<file path="config.mk">
export PLATFORM = sky130hd
export DESIGN_NAME = two_axis_velocity_kalman_core
export DESIGN_NICKNAME = d
export VERILOG_FILES = /design/src/rtl/tvk_pkg.sv /design/src/rtl/two_axis_velocity_kalman_core.sv /design/src/rtl/tvk_serial_unit.sv
export SDC_FILE = /design/constraint.sdc
export NUM_CORES = 2
export LEC_CHECK = 0
export BUFFER_PORTS_ARGS = -buffer_cell sky130_fd_sc_hd__buf_2
export CORE_MARGIN = 2
export CORE_UTILIZATION = 55
export CTS_BUF_LIST = sky130_fd_sc_hd__clkbuf_4
export DETAILED_ROUTE_END_ITERATION = 10
export PLACE_DENSITY = 0.77
export RECOVER_POWER = 100
export SLEW_MARGIN = 20
export SYNTH_ARGS = -nofsm -noshare
export SYNTH_HDL_FRONTEND = slang
export SYNTH_SLANG_ARGS = --single-unit
</file>
<file path="constraint.sdc">
create_clock -name clk -period 13.44 [get_ports clk]
set_clock_uncertainty 0.1 [all_clocks]
set_input_delay 0.672 -clock clk [delete_from_list [all_inputs] [get_ports clk]]
set_output_delay 0.672 -clock clk [all_outputs]
set_load 0.01 [all_outputs]
</file>
<file path="src/rtl/tvk_pkg.sv">
// ----------------------------------------------------------------------------
// tvk_pkg
// Shared widths, register indexes, reset values and helpers for the
// two-axis velocity filter.
// ----------------------------------------------------------------------------
package tvk_pkg;

	localparam int DATA_W    = 32;
	localparam int FRAC      = 16;
	localparam int GAIN_BITS = 16;
	localparam int DT_W      = 24;
	localparam int MCAND_W   = DATA_W + 2;
	localparam int MULT_W    = DT_W;
	localparam int PROD_W    = MCAND_W + MULT_W;
	localparam int DIV_W     = DATA_W + 2;
	localparam int SUM_W     = PROD_W - FRAC + 1;
	localparam int CNT_W     = 5;
	localparam int IDX_W     = 3;

	localparam logic [IDX_W-1:0] REG_PN_X   = 3'd0;
	localparam logic [IDX_W-1:0] REG_PN_Y   = 3'd1;
	localparam logic [IDX_W-1:0] REG_MN_X   = 3'd2;
	localparam logic [IDX_W-1:0] REG_MN_Y   = 3'd3;
	localparam logic [IDX_W-1:0] REG_BIAS_X = 3'd4;
	localparam logic [IDX_W-1:0] REG_BIAS_Y = 3'd5;

	localparam logic [DATA_W-1:0] RST_PN   = 32'd42598;
	localparam logic [DATA_W-1:0] RST_MN   = 32'd65536;
	localparam logic [DATA_W-1:0] RST_BIAS_X = 32'hFFFE_8000;
	localparam logic [DATA_W-1:0] RST_BIAS_Y = 32'hFFFF_CCCD;

	localparam logic [GAIN_BITS-1:0] GAIN_MAX = '1;

	typedef struct packed {
		logic             start;
		logic             div;
		logic [CNT_W-1:0] steps;
	} tvk_cmd_t;

	function automatic logic signed [DATA_W-1:0] sat_word(input logic signed [SUM_W-1:0] x);
		logic signed [SUM_W-1:0] hi;
		logic signed [SUM_W-1:0] lo;
		hi = SUM_W'($signed({1'b0, {(DATA_W-1){1'b1}}}));
		lo = -hi - SUM_W'(1);
		if (x > hi)
			return hi[DATA_W-1:0];
		else if (x < lo)
			return lo[DATA_W-1:0];
		else
			return x[DATA_W-1:0];
	endfunction

endpackage

</file>
<file path="src/rtl/two_axis_velocity_kalman_core.sv">
// ----------------------------------------------------------------------------
// two_axis_velocity_kalman_core
// Pair of scalar velocity filters fusing optical flow and acceleration.
// ----------------------------------------------------------------------------
// Usage: an input word (flow, acceleration per axis and a time step) is taken
// on in_valid/in_ready. The x axis is processed first, then the y axis, each
// by one shared bit-serial unit: a 24-step multiply for the prediction, a
// 16-step divide for the gain, then 16- and 17-step multiplies for the
// velocity and covariance updates. The divide is skipped when the gain needs
// none (zero measurement noise). A new input word is taken only while the
// block is idle, never during processing. The result word sits in an output
// register until out_ready; the next input word is taken meanwhile, and its
// processing holds in its last step until the output register is free.
// Configuration writes (cfg_valid/cfg_ready, always ready) set noises and
// biases by index and are to be made while the block is idle, which the
// block itself does not enforce; unknown indexes are ignored. Reset clears
// velocity and covariance state and loads the default noises and biases.
// ----------------------------------------------------------------------------
module two_axis_velocity_kalman_core
	import tvk_pkg::*;
(
	input  logic                      clk,
	input  logic                      arst_n,
	input  logic                      cfg_valid,
	output logic                      cfg_ready,
	input  logic [IDX_W-1:0]          cfg_index,
	input  logic [DATA_W-1:0]         cfg_data,
	input  logic                      in_valid,
	output logic                      in_ready,
	input  logic signed [DATA_W-1:0]  flow_x,
	input  logic signed [DATA_W-1:0]  flow_y,
	input  logic signed [DATA_W-1:0]  accel_x,
	input  logic signed [DATA_W-1:0]  accel_y,
	input  logic [DT_W-1:0]           time_step,
	output logic                      out_valid,
	input  logic                      out_ready,
	output logic signed [DATA_W-1:0]  vel_x_out,
	output logic signed [DATA_W-1:0]  vel_y_out
);

	localparam logic [3:0] S_IDLE  = 4'd0;
	localparam logic [3:0] S_PMUL  = 4'd1;
	localparam logic [3:0] S_PWAIT = 4'd2;
	localparam logic [3:0] S_DIV   = 4'd3;
	localparam logic [3:0] S_DWAIT = 4'd4;
	localparam logic [3:0] S_VMUL  = 4'd5;
	localparam logic [3:0] S_VWAIT = 4'd6;
	localparam logic [3:0] S_CMUL  = 4'd7;
	localparam logic [3:0] S_CWAIT = 4'd8;
	localparam logic [3:0] S_OUT   = 4'd9;

	logic [3:0]                state_q;
	logic                      axis_q;
	logic                      out_valid_q;

	logic [DATA_W-1:0]         pnx_q, pny_q, mnx_q, mny_q;
	logic signed [DATA_W-1:0]  biasx_q, biasy_q;
	logic signed [DATA_W-1:0]  velx_q, vely_q;
	logic [DATA_W-1:0]         covx_q, covy_q;

	logic signed [DATA_W-1:0]  flowx_q, flowy_q, accx_q, accy_q;
	logic [DT_W-1:0]           dt_q;
	logic signed [DATA_W-1:0]  pred_q, vn_q, resx_q, resy_q;
	logic [DATA_W-1:0]         pn_q;
	logic signed [DATA_W:0]    diff_q;
	logic [GAIN_BITS-1:0]      g_q;
	logic signed [DATA_W-1:0]  outx_q, outy_q;

	logic signed [DATA_W-1:0]  vel_s, flow_s, acc_s, bias_s;
	logic [DATA_W-1:0]         cov_s, q_s, r_s;
	logic [DATA_W:0]           pq_sum;
	logic [DIV_W-1:0]          den_sum;
	logic [GAIN_BITS:0]        k_val;
	logic signed [SUM_W-1:0]   prod_hi;
	logic signed [DATA_W-1:0]  vn_sat;

	tvk_cmd_t                  cmd;
	logic signed [MCAND_W-1:0] op_a;
	logic [MULT_W-1:0]         op_b;
	logic                      u_done;
	logic signed [PROD_W-1:0]  u_prod;
	logic [GAIN_BITS-1:0]      u_quo;

	tvk_serial_unit u_unit (
		.clk    (clk),
		.arst_n (arst_n),
		.cmd    (cmd),
		.a      (op_a),
		.b      (op_b),
		.den    (den_sum),
		.done   (u_done),
		.prod   (u_prod),
		.quo    (u_quo)
	);

	// per-axis operand select
	assign vel_s  = axis_q ? vely_q  : velx_q;
	assign cov_s  = axis_q ? covy_q  : covx_q;
	assign flow_s = axis_q ? flowy_q : flowx_q;
	assign acc_s  = axis_q ? accy_q  : accx_q;
	assign q_s    = axis_q ? pny_q   : pnx_q;
	assign r_s    = axis_q ? mny_q   : mnx_q;
	assign bias_s = axis_q ? biasy_q : biasx_q;

	assign pq_sum  = {1'b0, cov_s} + {1'b0, q_s};
	assign den_sum = {2'b00, pn_q} + {2'b00, r_s};
	assign k_val   = (GAIN_BITS+1)'(1 << GAIN_BITS) - {1'b0, g_q};
	assign prod_hi = SUM_W'($signed(u_prod[PROD_W-1:FRAC]));
	assign vn_sat  = sat_word(SUM_W'(pred_q) + prod_hi);

	always_comb begin
		cmd  = '0;
		op_a = '0;
		op_b = '0;
		case (state_q)
			S_PMUL: begin
				cmd.start = 1'b1;
				cmd.steps = CNT_W'(DT_W);
				op_a      = MCAND_W'(acc_s);
				op_b      = dt_q;
			end
			S_DIV: begin
				cmd.start = (den_sum != '0) && (r_s != '0);
				cmd.div   = 1'b1;
				cmd.steps = CNT_W'(GAIN_BITS);
				op_a      = $signed({2'b00, pn_q});
			end
			S_VMUL: begin
				cmd.start = 1'b1;
				cmd.steps = CNT_W'(GAIN_BITS);
				op_a      = MCAND_W'(diff_q);
				op_b      = MULT_W'(g_q);
			end
			S_CMUL: begin
				cmd.start = 1'b1;
				cmd.steps = CNT_W'(GAIN_BITS + 1);
				op_a      = $signed({2'b00, pn_q});
				op_b      = MULT_W'(k_val);
			end
			default: begin
				cmd = '0;
			end
		endcase
	end

	assign cfg_ready = 1'b1;
	assign in_ready  = (state_q == S_IDLE);
	assign out_valid = out_valid_q;
	assign vel_x_out = outx_q;
	assign vel_y_out = outy_q;

	always_ff @(posedge clk or negedge arst_n) begin
		if (!arst_n) begin
			pnx_q   <= RST_PN;
			pny_q   <= RST_PN;
			mnx_q   <= RST_MN;
			mny_q   <= RST_MN;
			biasx_q <= RST_BIAS_X;
			biasy_q <= RST_BIAS_Y;
		end else if (cfg_valid) begin
			case (cfg_index)
				REG_PN_X:   pnx_q   <= cfg_data;
				REG_PN_Y:   pny_q   <= cfg_data;
				REG_MN_X:   mnx_q   <= cfg_data;
				REG_MN_Y:   mny_q   <= cfg_data;
				REG_BIAS_X: biasx_q <= cfg_data;
				REG_BIAS_Y: biasy_q <= cfg_data;
				default: begin
				end
			endcase
		end
	end

	always_ff @(posedge clk or negedge arst_n) begin
		if (!arst_n) begin
			state_q     <= S_IDLE;
			axis_q      <= 1'b0;
			out_valid_q <= 1'b0;
			velx_q      <= '0;
			vely_q      <= '0;
			covx_q      <= '0;
			covy_q      <= '0;
		end else begin
			if (state_q == S_OUT && (!out_valid_q || out_ready))
				out_valid_q <= 1'b1;
			else if (out_valid_q && out_ready)
				out_valid_q <= 1'b0;
			case (state_q)
				S_IDLE: begin
					if (in_valid) begin
						axis_q  <= 1'b0;
						state_q <= S_PMUL;
					end
				end
				S_PMUL: state_q <= S_PWAIT;
				S_PWAIT: begin
					if (u_done)
						state_q <= S_DIV;
				end
				S_DIV: begin
					if (den_sum == '0 || r_s == '0)
						state_q <= S_VMUL;
					else
						state_q <= S_DWAIT;
				end
				S_DWAIT: begin
					if (u_done)
						state_q <= S_VMUL;
				end
				S_VMUL: state_q <= S_VWAIT;
				S_VWAIT: begin
					if (u_done)
						state_q <= S_CMUL;
				end
				S_CMUL: state_q <= S_CWAIT;
				S_CWAIT: begin
					if (u_done) begin
						if (axis_q) begin
							vely_q  <= vn_q;
							covy_q  <= u_prod[FRAC+DATA_W-1:FRAC];
							state_q <= S_OUT;
						end else begin
							velx_q  <= vn_q;
							covx_q  <= u_prod[FRAC+DATA_W-1:FRAC];
							axis_q  <= 1'b1;
							state_q <= S_PMUL;
						end
					end
				end
				S_OUT: begin
					if (!out_valid_q || out_ready)
						state_q <= S_IDLE;
				end
				default: state_q <= S_IDLE;
			endcase
		end
	end

	always_ff @(posedge clk) begin
		if (state_q == S_IDLE && in_valid) begin
			flowx_q <= flow_x;
			flowy_q <= flow_y;
			accx_q  <= accel_x;
			accy_q  <= accel_y;
			dt_q    <= time_step;
		end
		if (state_q == S_PWAIT && u_done) begin
			pred_q <= sat_word(SUM_W'(vel_s) + prod_hi);
			pn_q   <= pq_sum[DATA_W] ? '1 : pq_sum[DATA_W-1:0];
		end
		if (state_q == S_DIV) begin
			diff_q <= (DATA_W+1)'(flow_s) - (DATA_W+1)'(pred_q);
			// zero denominator gives zero gain, unit gain is clipped
			if (den_sum == '0)
				g_q <= '0;
			else if (r_s == '0)
				g_q <= GAIN_MAX;
		end
		if (state_q == S_DWAIT && u_done)
			g_q <= u_quo;
		if (state_q == S_VWAIT && u_done)
			vn_q <= vn_sat;
		if (state_q == S_CWAIT && u_done) begin
			if (axis_q)
				resy_q <= sat_word(SUM_W'(vn_q) - SUM_W'(bias_s));
			else
				resx_q <= sat_word(SUM_W'(vn_q) - SUM_W'(bias_s));
		end
		if (state_q == S_OUT && (!out_valid_q || out_ready)) begin
			outx_q <= resx_q;
			outy_q <= resy_q;
		end
	end

endmodule

</file>
<file path="src/rtl/tvk_serial_unit.sv">
// ----------------------------------------------------------------------------
// tvk_serial_unit
// Shared bit-serial unit: shift-add multiply (one multiplier bit per cycle)
// and restoring divide (one quotient bit per cycle).
// ----------------------------------------------------------------------------
module tvk_serial_unit
	import tvk_pkg::*;
(
	input  logic                       clk,
	input  logic                       arst_n,
	input  tvk_cmd_t                   cmd,
	input  logic signed [MCAND_W-1:0]  a,
	input  logic [MULT_W-1:0]          b,
	input  logic [DIV_W-1:0]           den,
	output logic                       done,
	output logic signed [PROD_W-1:0]   prod,
	output logic [GAIN_BITS-1:0]       quo
);

	logic                      busy_q;
	logic                      div_q;
	logic                      done_q;
	logic [CNT_W-1:0]          cnt_q;
	logic signed [PROD_W-1:0]  mcand_q;
	logic [MULT_W-1:0]         mult_q;
	logic signed [PROD_W-1:0]  acc_q;
	logic [DIV_W-1:0]          rem_q;
	logic [DIV_W-1:0]          den_q;
	logic [GAIN_BITS-1:0]      quo_q;
	logic [DIV_W-1:0]          rem2;

	assign rem2 = {rem_q[DIV_W-2:0], 1'b0};

	always_ff @(posedge clk or negedge arst_n) begin
		if (!arst_n) begin
			busy_q <= 1'b0;
			done_q <= 1'b0;
			div_q  <= 1'b0;
			cnt_q  <= '0;
		end else begin
			done_q <= 1'b0;
			if (cmd.start) begin
				busy_q <= 1'b1;
				div_q  <= cmd.div;
				cnt_q  <= cmd.steps;
			end else if (busy_q) begin
				cnt_q <= cnt_q - CNT_W'(1);
				if (cnt_q == CNT_W'(1)) begin
					busy_q <= 1'b0;
					done_q <= 1'b1;
				end
			end
		end
	end

	always_ff @(posedge clk) begin
		if (cmd.start) begin
			acc_q   <= '0;
			mcand_q <= PROD_W'(a);
			mult_q  <= b;
			rem_q   <= a[DIV_W-1:0];
			den_q   <= den;
			quo_q   <= '0;
		end else if (busy_q) begin
			if (div_q) begin
				// one restoring step per cycle
				if (rem2 >= den_q) begin
					rem_q <= rem2 - den_q;
					quo_q <= {quo_q[GAIN_BITS-2:0], 1'b1};
				end else begin
					rem_q <= rem2;
					quo_q <= {quo_q[GAIN_BITS-2:0], 1'b0};
				end
			end else begin
				if (mult_q[0])
					acc_q <= acc_q + mcand_q;
				mcand_q <= mcand_q <<< 1;
				mult_q  <= mult_q >> 1;
			end
		end
	end

	assign done = done_q;
	assign prod = acc_q;
	assign quo  = quo_q;

endmodule
</file>
[After elaboration in Yosys (flattened, before gate mapping)]
Index checks and enable logic that the tools add are counted.
Storage, ports and cells
  bits of input ports: 192
  flip-flop bits (word level): 981
Operators by class
  add/subtract/negate cells: 10
  muxes and demuxes: 53
  eq/ne operators: 22
  order comparisons: 7
  reduce and logical (&&, ||, !) cells: 43
  bitwise gates (word level): 2
Operator list (count)
  $mux W32: 11
  $mux W58: 3
  $mux W33: 4
  $pmux W34 S3: 1
  $add A32 B42 Y43: 2
  $gt A43 B32 Y1 const B: 2
  $lt A43 B32 Y1 const B: 2
  $mux W24: 3
  $pmux W24 S3: 1
  $add A32 B32 Y33: 2
  $sub A32 B32 Y33: 2
  $mux W16: 4
  $add A58 B58 Y58: 1
  $pmux W4 S10: 1
  $ge A34 B33 Y1: 1
  $logic_not A34 Y1: 1
  $reduce_bool A34 Y1: 1
  $gt A33 B32 Y1 const B: 1
  $lt A33 B32 Y1 const B: 1
  $sub A33 B33 Y33: 1
  $logic_not A32 Y1: 1
  $reduce_bool A32 Y1: 1
  $mux W4: 7
  $reduce_and A2 Y1: 12
  other kinds (28): 71

[Depth between registers and ports, before layout]
  word-level depth: 7
  gate-level depth with buffers: 21
  gate-level depth less buffers: 16

[Cells and area by module]
From an unflattened synthesis, not the netlist that was laid out.
Second synthesis, totals
  cells, all modules: 5132
  area, all modules: 54841.3 µm²
By module, submodules not included
  two_axis_velocity_kalman_core: sequential area each 20993.9 µm², cells an instance 3627, area each 40637.7 µm², times used 1
  tvk_serial_unit: sequential area each 6155.9 µm², cells an instance 1505, area each 14203.6 µm², times used 1

[Least setup slack after synthesis]
OpenSTA, ideal clock, no wires.
  kind: register to register
  from: register axis_q
  to: register u_unit.mcand_q[0] (enable)
  arrival: 7.053 ns
  data required time: 12.077 ns
  period minus slack after synthesis: 8.416 ns
  cell stages (with the launch flop): 19
  buffers on the path: 4
  path slack: 5.024 ns
  setup time: 1.263 ns
  path through: dfrtp_1 > clkbuf_1 > buf_1 > mux2_2 > ha_1 > fa_1 > a211oi_1 > o21ba_2 > a211o_1 > o211ai_1 > a211oi_1 > o211ai_1 > or4_1 > or4_4 > o31ai_4 > and2_1 > buf_4 > buf_2 > o21ai_0
On the way
  cells in the longest elaborated chain, start to end: 7
RTL lines
  start, declared: line two_axis_velocity_kalman_core.sv:53  | logic axis_q;
  start signal, assigned: line two_axis_velocity_kalman_core.sv:177  | axis_q <= 1'b0;
  start signal, assigned: line two_axis_velocity_kalman_core.sv:191  | axis_q <= 1'b0;
  start signal, assigned: line two_axis_velocity_kalman_core.sv:225  | axis_q <= 1'b1;
  $mux W32 (*): line two_axis_velocity_kalman_core.sv:102  | assign r_s = axis_q ? mny_q : mnx_q;
  $add A32 B32 Y33: line two_axis_velocity_kalman_core.sv:106  | assign den_sum = {2'b00, pn_q} + {2'b00, r_s};
  $reduce_bool A34 Y1: line two_axis_velocity_kalman_core.sv:123  | cmd.start = (den_sum != '0) && (r_s != '0);
  $logic_and A1 B1 Y1 (*): line two_axis_velocity_kalman_core.sv:123
  $pmux W1 S2 (*): line two_axis_velocity_kalman_core.sv:115  | case (state_q)
  $ne A2 B2 Y1 (no line) or $reduce_bool A2 Y1 (tied branches)
  $reduce_and A2 Y1 (no line) (*)
  end signal, assigned: line tvk_serial_unit.sv:59  | mcand_q <= PROD_W'(a);
  end signal, assigned: line tvk_serial_unit.sv:77  | mcand_q <= mcand_q <<< 1;
  end, declared: line tvk_serial_unit.sv:24  | logic signed [PROD_W-1:0] mcand_q;
Mark *: on every way between the ends. The rest lies on a longest branch, timed or not.
A chain may end at the register's enable or synchronous reset.

[Final worst setup path]
  from: register axis_q
  to: register u_unit.rem_q[31], data pin
On the way
  cells in the longest elaborated chain, start to end: 6
RTL lines
  $mux W32: line two_axis_velocity_kalman_core.sv:102
  $add A32 B32 Y33: line two_axis_velocity_kalman_core.sv:106
  named net den_sum[28]: line two_axis_velocity_kalman_core.sv:72  | logic [DIV_W-1:0] den_sum;
  $reduce_bool A34 Y1: line two_axis_velocity_kalman_core.sv:123
  $logic_and A1 B1 Y1: line two_axis_velocity_kalman_core.sv:123
  $pmux W1 S2: line two_axis_velocity_kalman_core.sv:115
  $mux W33: line tvk_serial_unit.sv:57  | if (cmd.start) begin
  end signal, assigned: line tvk_serial_unit.sv:61  | rem_q <= a[DIV_W-1:0];
  end signal, assigned: line tvk_serial_unit.sv:68  | rem_q <= rem2 - den_q;
  end signal, assigned: line tvk_serial_unit.sv:71  | rem_q <= rem2;
  end, declared: line tvk_serial_unit.sv:27  | logic [DIV_W-1:0] rem_q;
The timed path passes the listed nets, and every way through them passes these cells.

==> impl_metrics.csv <==
group,metric,value,unit
timing,drv_slew,1241,
route,ant_nets,0,
yosys,synth_edf_count,573,
critical_path,worstSetupStartpointType,"flop",
route,vias,42400,
floorplan,rows,115,
floorplan,core,98000,um^2
critical_path,critical_path.max_fanout,127,
yosys,yosysMostFrequentCell,"edfxtp_1",
global_routing,antenna_found_initial,5,
yosys,yosysTopAreaCellShare,0.318,
critical_path,ff2ff_setup_slack,3.65,ns
placement,dpl.hpwl,112000,um
floorplan,die_width,318,um
power,irDropWorstVdd,0.0000897,V
critical_path,setup.worst_path.end,"u_unit.rem_q[31]$_DFFE_PP_",
floorplan,initial_core_util,0.553,
timing,fmax,0.102,GHz
critical_path,worstSetupStartpoint,"axis_q$_DFFE_PN0P_",
critical_path,crit_type,"flop to flop",
critical_path,r2r_start,"axis_q$_DFFE_PN0P_",
timing,max-slew-margin-rel,-3.14,
yosys,synth_commonest_cells,"edfxtp_1, nand2_1, mux2_2",
yosys,syn_avg_cell_area,11.1,um^2
critical_path,arrival,10.50,ns
cts,clk_path_buf_depth,4,
route,drc,0,
cts,insertion_delay,1.18,ns
cts,cts.htree.levels,5,
floorplan,ioPinCount,259,
layout,drive_gt1_frac,0.198,
global_routing,grt_pass1_wl,243000,um
yosys,synth.area.top_cells,"edfxtp_1, dfrtp_1, mux2_2, ha_1, a21oi_1",
power,totalPowerFinal,10.1,mW
cts,root_buffer,"clkbuf_4",
critical_path,reg2reg_to,"u_unit.rem_q[31]$_DFFE_PP_",
timing,fin_crit_sh,0.728,
global_routing,overflow,0,
yosys,synth-main-ff-cell,"edfxtp_1",
layout,utilization,0.629,
yosys,ys_seq_area_frac,0.501,
cts,ctsHoldBuffers,187,
yosys,ys_warn_count,0,
power,leakage,25.9,nW
yosys,synth_cells,4899,
timing,fin_crit,9.79,ns
yosys,synthArstFlopShare,0.340,
yosys,synth_nets,5404,
critical_path,cp.required,14.15,ns
timing,setup_violations,0,
yosys,ys_types,94,
cts,cts_resized,0,
timing,worst_pin_slew,6.20,ns
hold_path,hold_path.class,"input pin to flop",
global_routing,track_usage,0.313,
timing,fin_setup_tns,0,ns
timing,rsz0062_at_grt,"no",
route,drt-initial-drc-count,4670,
route,wirelength,160000,um
timing,finalHoldViolations,0,
cts,cts_tree,"built",
yosys,syn-cell-area,54200,um^2
cts,clkTransAtPathRegs,0.08,ns
power,power_density,165,nW/um^2
route,drt-vias-per-instance,6.11,
yosys,yosys.area.top_type,"edfxtp_1",
status,violations,"max-capacitance violations, max-slew violations",
cts,numCtsBuffers,278,
yosys,ys_ff_latch,981,
cts,cts_setup_buffers,0,
route,wl_per_cell,23.1,um
placement,gp_congestion,0.983,
floorplan,die_area,101000,um^2
critical_path,reg2reg_depth,17,
placement,dp_slack,6.44,ns
floorplan,die_h,318,um
route,first_pass_iters,6,
global_routing,grt_max_degree,128,
job,max_cap_violations,24,
placement,portBuffers,257,
timing,postLayoutSetupSlackWorst,3.65,ns
status,status,"complete, but fails checks",
layout,syn_to_final_growth,13.7,%
layout,fin_nets,5955,
timing,holdWs,0.105,ns
cts,cts_num_sinks,981,
critical_path,critPathCaptureType,"flop",
global_routing,grt_pass1_vias,41200,
## logic make-up (layout without fill, tap and decap cells)
group                      Yosys count  after routing  synth area share
buffers and inverters              378           1120            0.0277
muxes                              541            541             0.110
and+or+nand+nor                   1194           1194             0.100
DFF                                981            981             0.501
adders and majority gates          320            320            0.0747
AOI/OAI and AO/OA                 1227           1227             0.145
xor gates and xnor gates           257            257            0.0415
other                                1             12         0.0000692
## cell usage in the layout (no fill, tap or decap), types with 12 or more instances in the layout
cell type      synthesis  routed
dfxtp_1               74      74
nand4_1               51      51
dfrtp_1              275     275
dfstp_2               59      59
buf_2                 18     157
or3_1                 17      17
clkbuf_1             152     119
nand3_1               61      61
a31oi_1               32      32
clkinv_1               0      30
o21ai_0              238     239
nor2_1               324     322
o21a_1                73      73
a211oi_1              41      41
o31ai_1               33      34
o41ai_1               13      13
nor2b_1               42      42
nor3_1                57      56
clkbuf_4               0     424
inv_1                167     167
o211ai_1              19      19
xor2_1               114     114
nor4_1                31      31
a221o_1               17      17
edfxtp_1             573     573
mux2_2               416     405
nand2_1              473     473
or2_2                 14      14
a21o_1               169     169
dlygate4sd3_1          0     187
nand2b_1              33      33
xnor2_1              143     143
and3_1                26      26
a221oi_1              36      36
mux2i_1              125     125
a21oi_1              386     388
and2_1                20      17
ha_1                 305     305
o21bai_1              45      45
buf_4                  4      12
## power by group
part | internal [mW] | total [mW] | switching, mW
Sequential | 3.62 | 3.98 | 0.368
Combinational | 1.40 | 3.40 | 2.00
Clock | 1.45 | 2.76 | 1.31
## per-layer routing
layer	part of all wire	vias up	global-route usage
li1	-	19400	-
met1	0.41	20600	0.429
met2	0.45	1957	0.482
met3	0.090	379	0.0600
met4	0.047	4	0.144
met5	0.00014	-	0
## worst min path at each step
| stage | start | to | slack, ns | cells past startpoint |
|---|---|---|---|---|
| after floorplan | arst_n | axis_q$_DFFE_PN0P_ | 0.28 | 0 |
| after global placement | resx_q[21]$_DFFE_PP_ | vel_x_out[21]$_DFFE_PP_ | 0.30 | 0 |
| after detailed placement | resx_q[11]$_DFFE_PP_ | vel_x_out[11]$_DFFE_PP_ | 0.30 | 0 |
| after CTS | arst_n | covx_q[26]$_DFFE_PN0P_ | 0.03 | 2 |
| after global routing | accel_y[2] | accy_q[2]$_DFFE_PP_ | 0.05 | 2 |
| final | accel_x[16] | accx_q[16]$_DFFE_PP_ | 0.10 | 2 |
## sequential cells by signal, summed over array words and instances, names as in the netlist, 33 cells and up
signal          count
u_unit.mcand_q     58
u_unit.rem_q       33
diff_q             33
u_unit.den_q       33
u_unit.prod        58
## stage by stage
step / std cells / area, um^2
floorplan: 4899 / 54200
global placement: 6268 / 56600
detailed placement: 6268 / 56600
CTS: 6926 / 61900
global route: 6936 / 61600
finish: 6939 / 61600
## critical path, stage by stage, from the launching register on
cell and delay (ns):
dfrtp_1 1.11, buf_12 0.65, mux2_1 0.43, ha_1 0.42
nor2_1 0.07, a211oi_1 0.26, a21boi_0 0.22, a2bb2oi_1 0.49
a31oi_1 0.19, o21ai_0 0.23, xnor2_1 0.11, or4_1 0.59
o31ai_1 0.54, and2_0 2.02, inv_6 0.82, buf_4 0.69
a21oi_1 0.27, a32oi_1 0.09
## area by class of cell
cell class / count / area (um^2)
Tap cell: 1287 / 1610
Antenna cell: 11 / 27.5
Clock buffer: 424 / 3180
Multi-Input combinational cell: 3540 / 25600
Sequential cell: 981 / 27100
Fill cell: 7746 / 36400
Timing Repair Buffer: 480 / 3240
Clock inverter: 47 / 219
Inverter: 169 / 641
No activity file was read; power rests on OpenSTA's default activity.
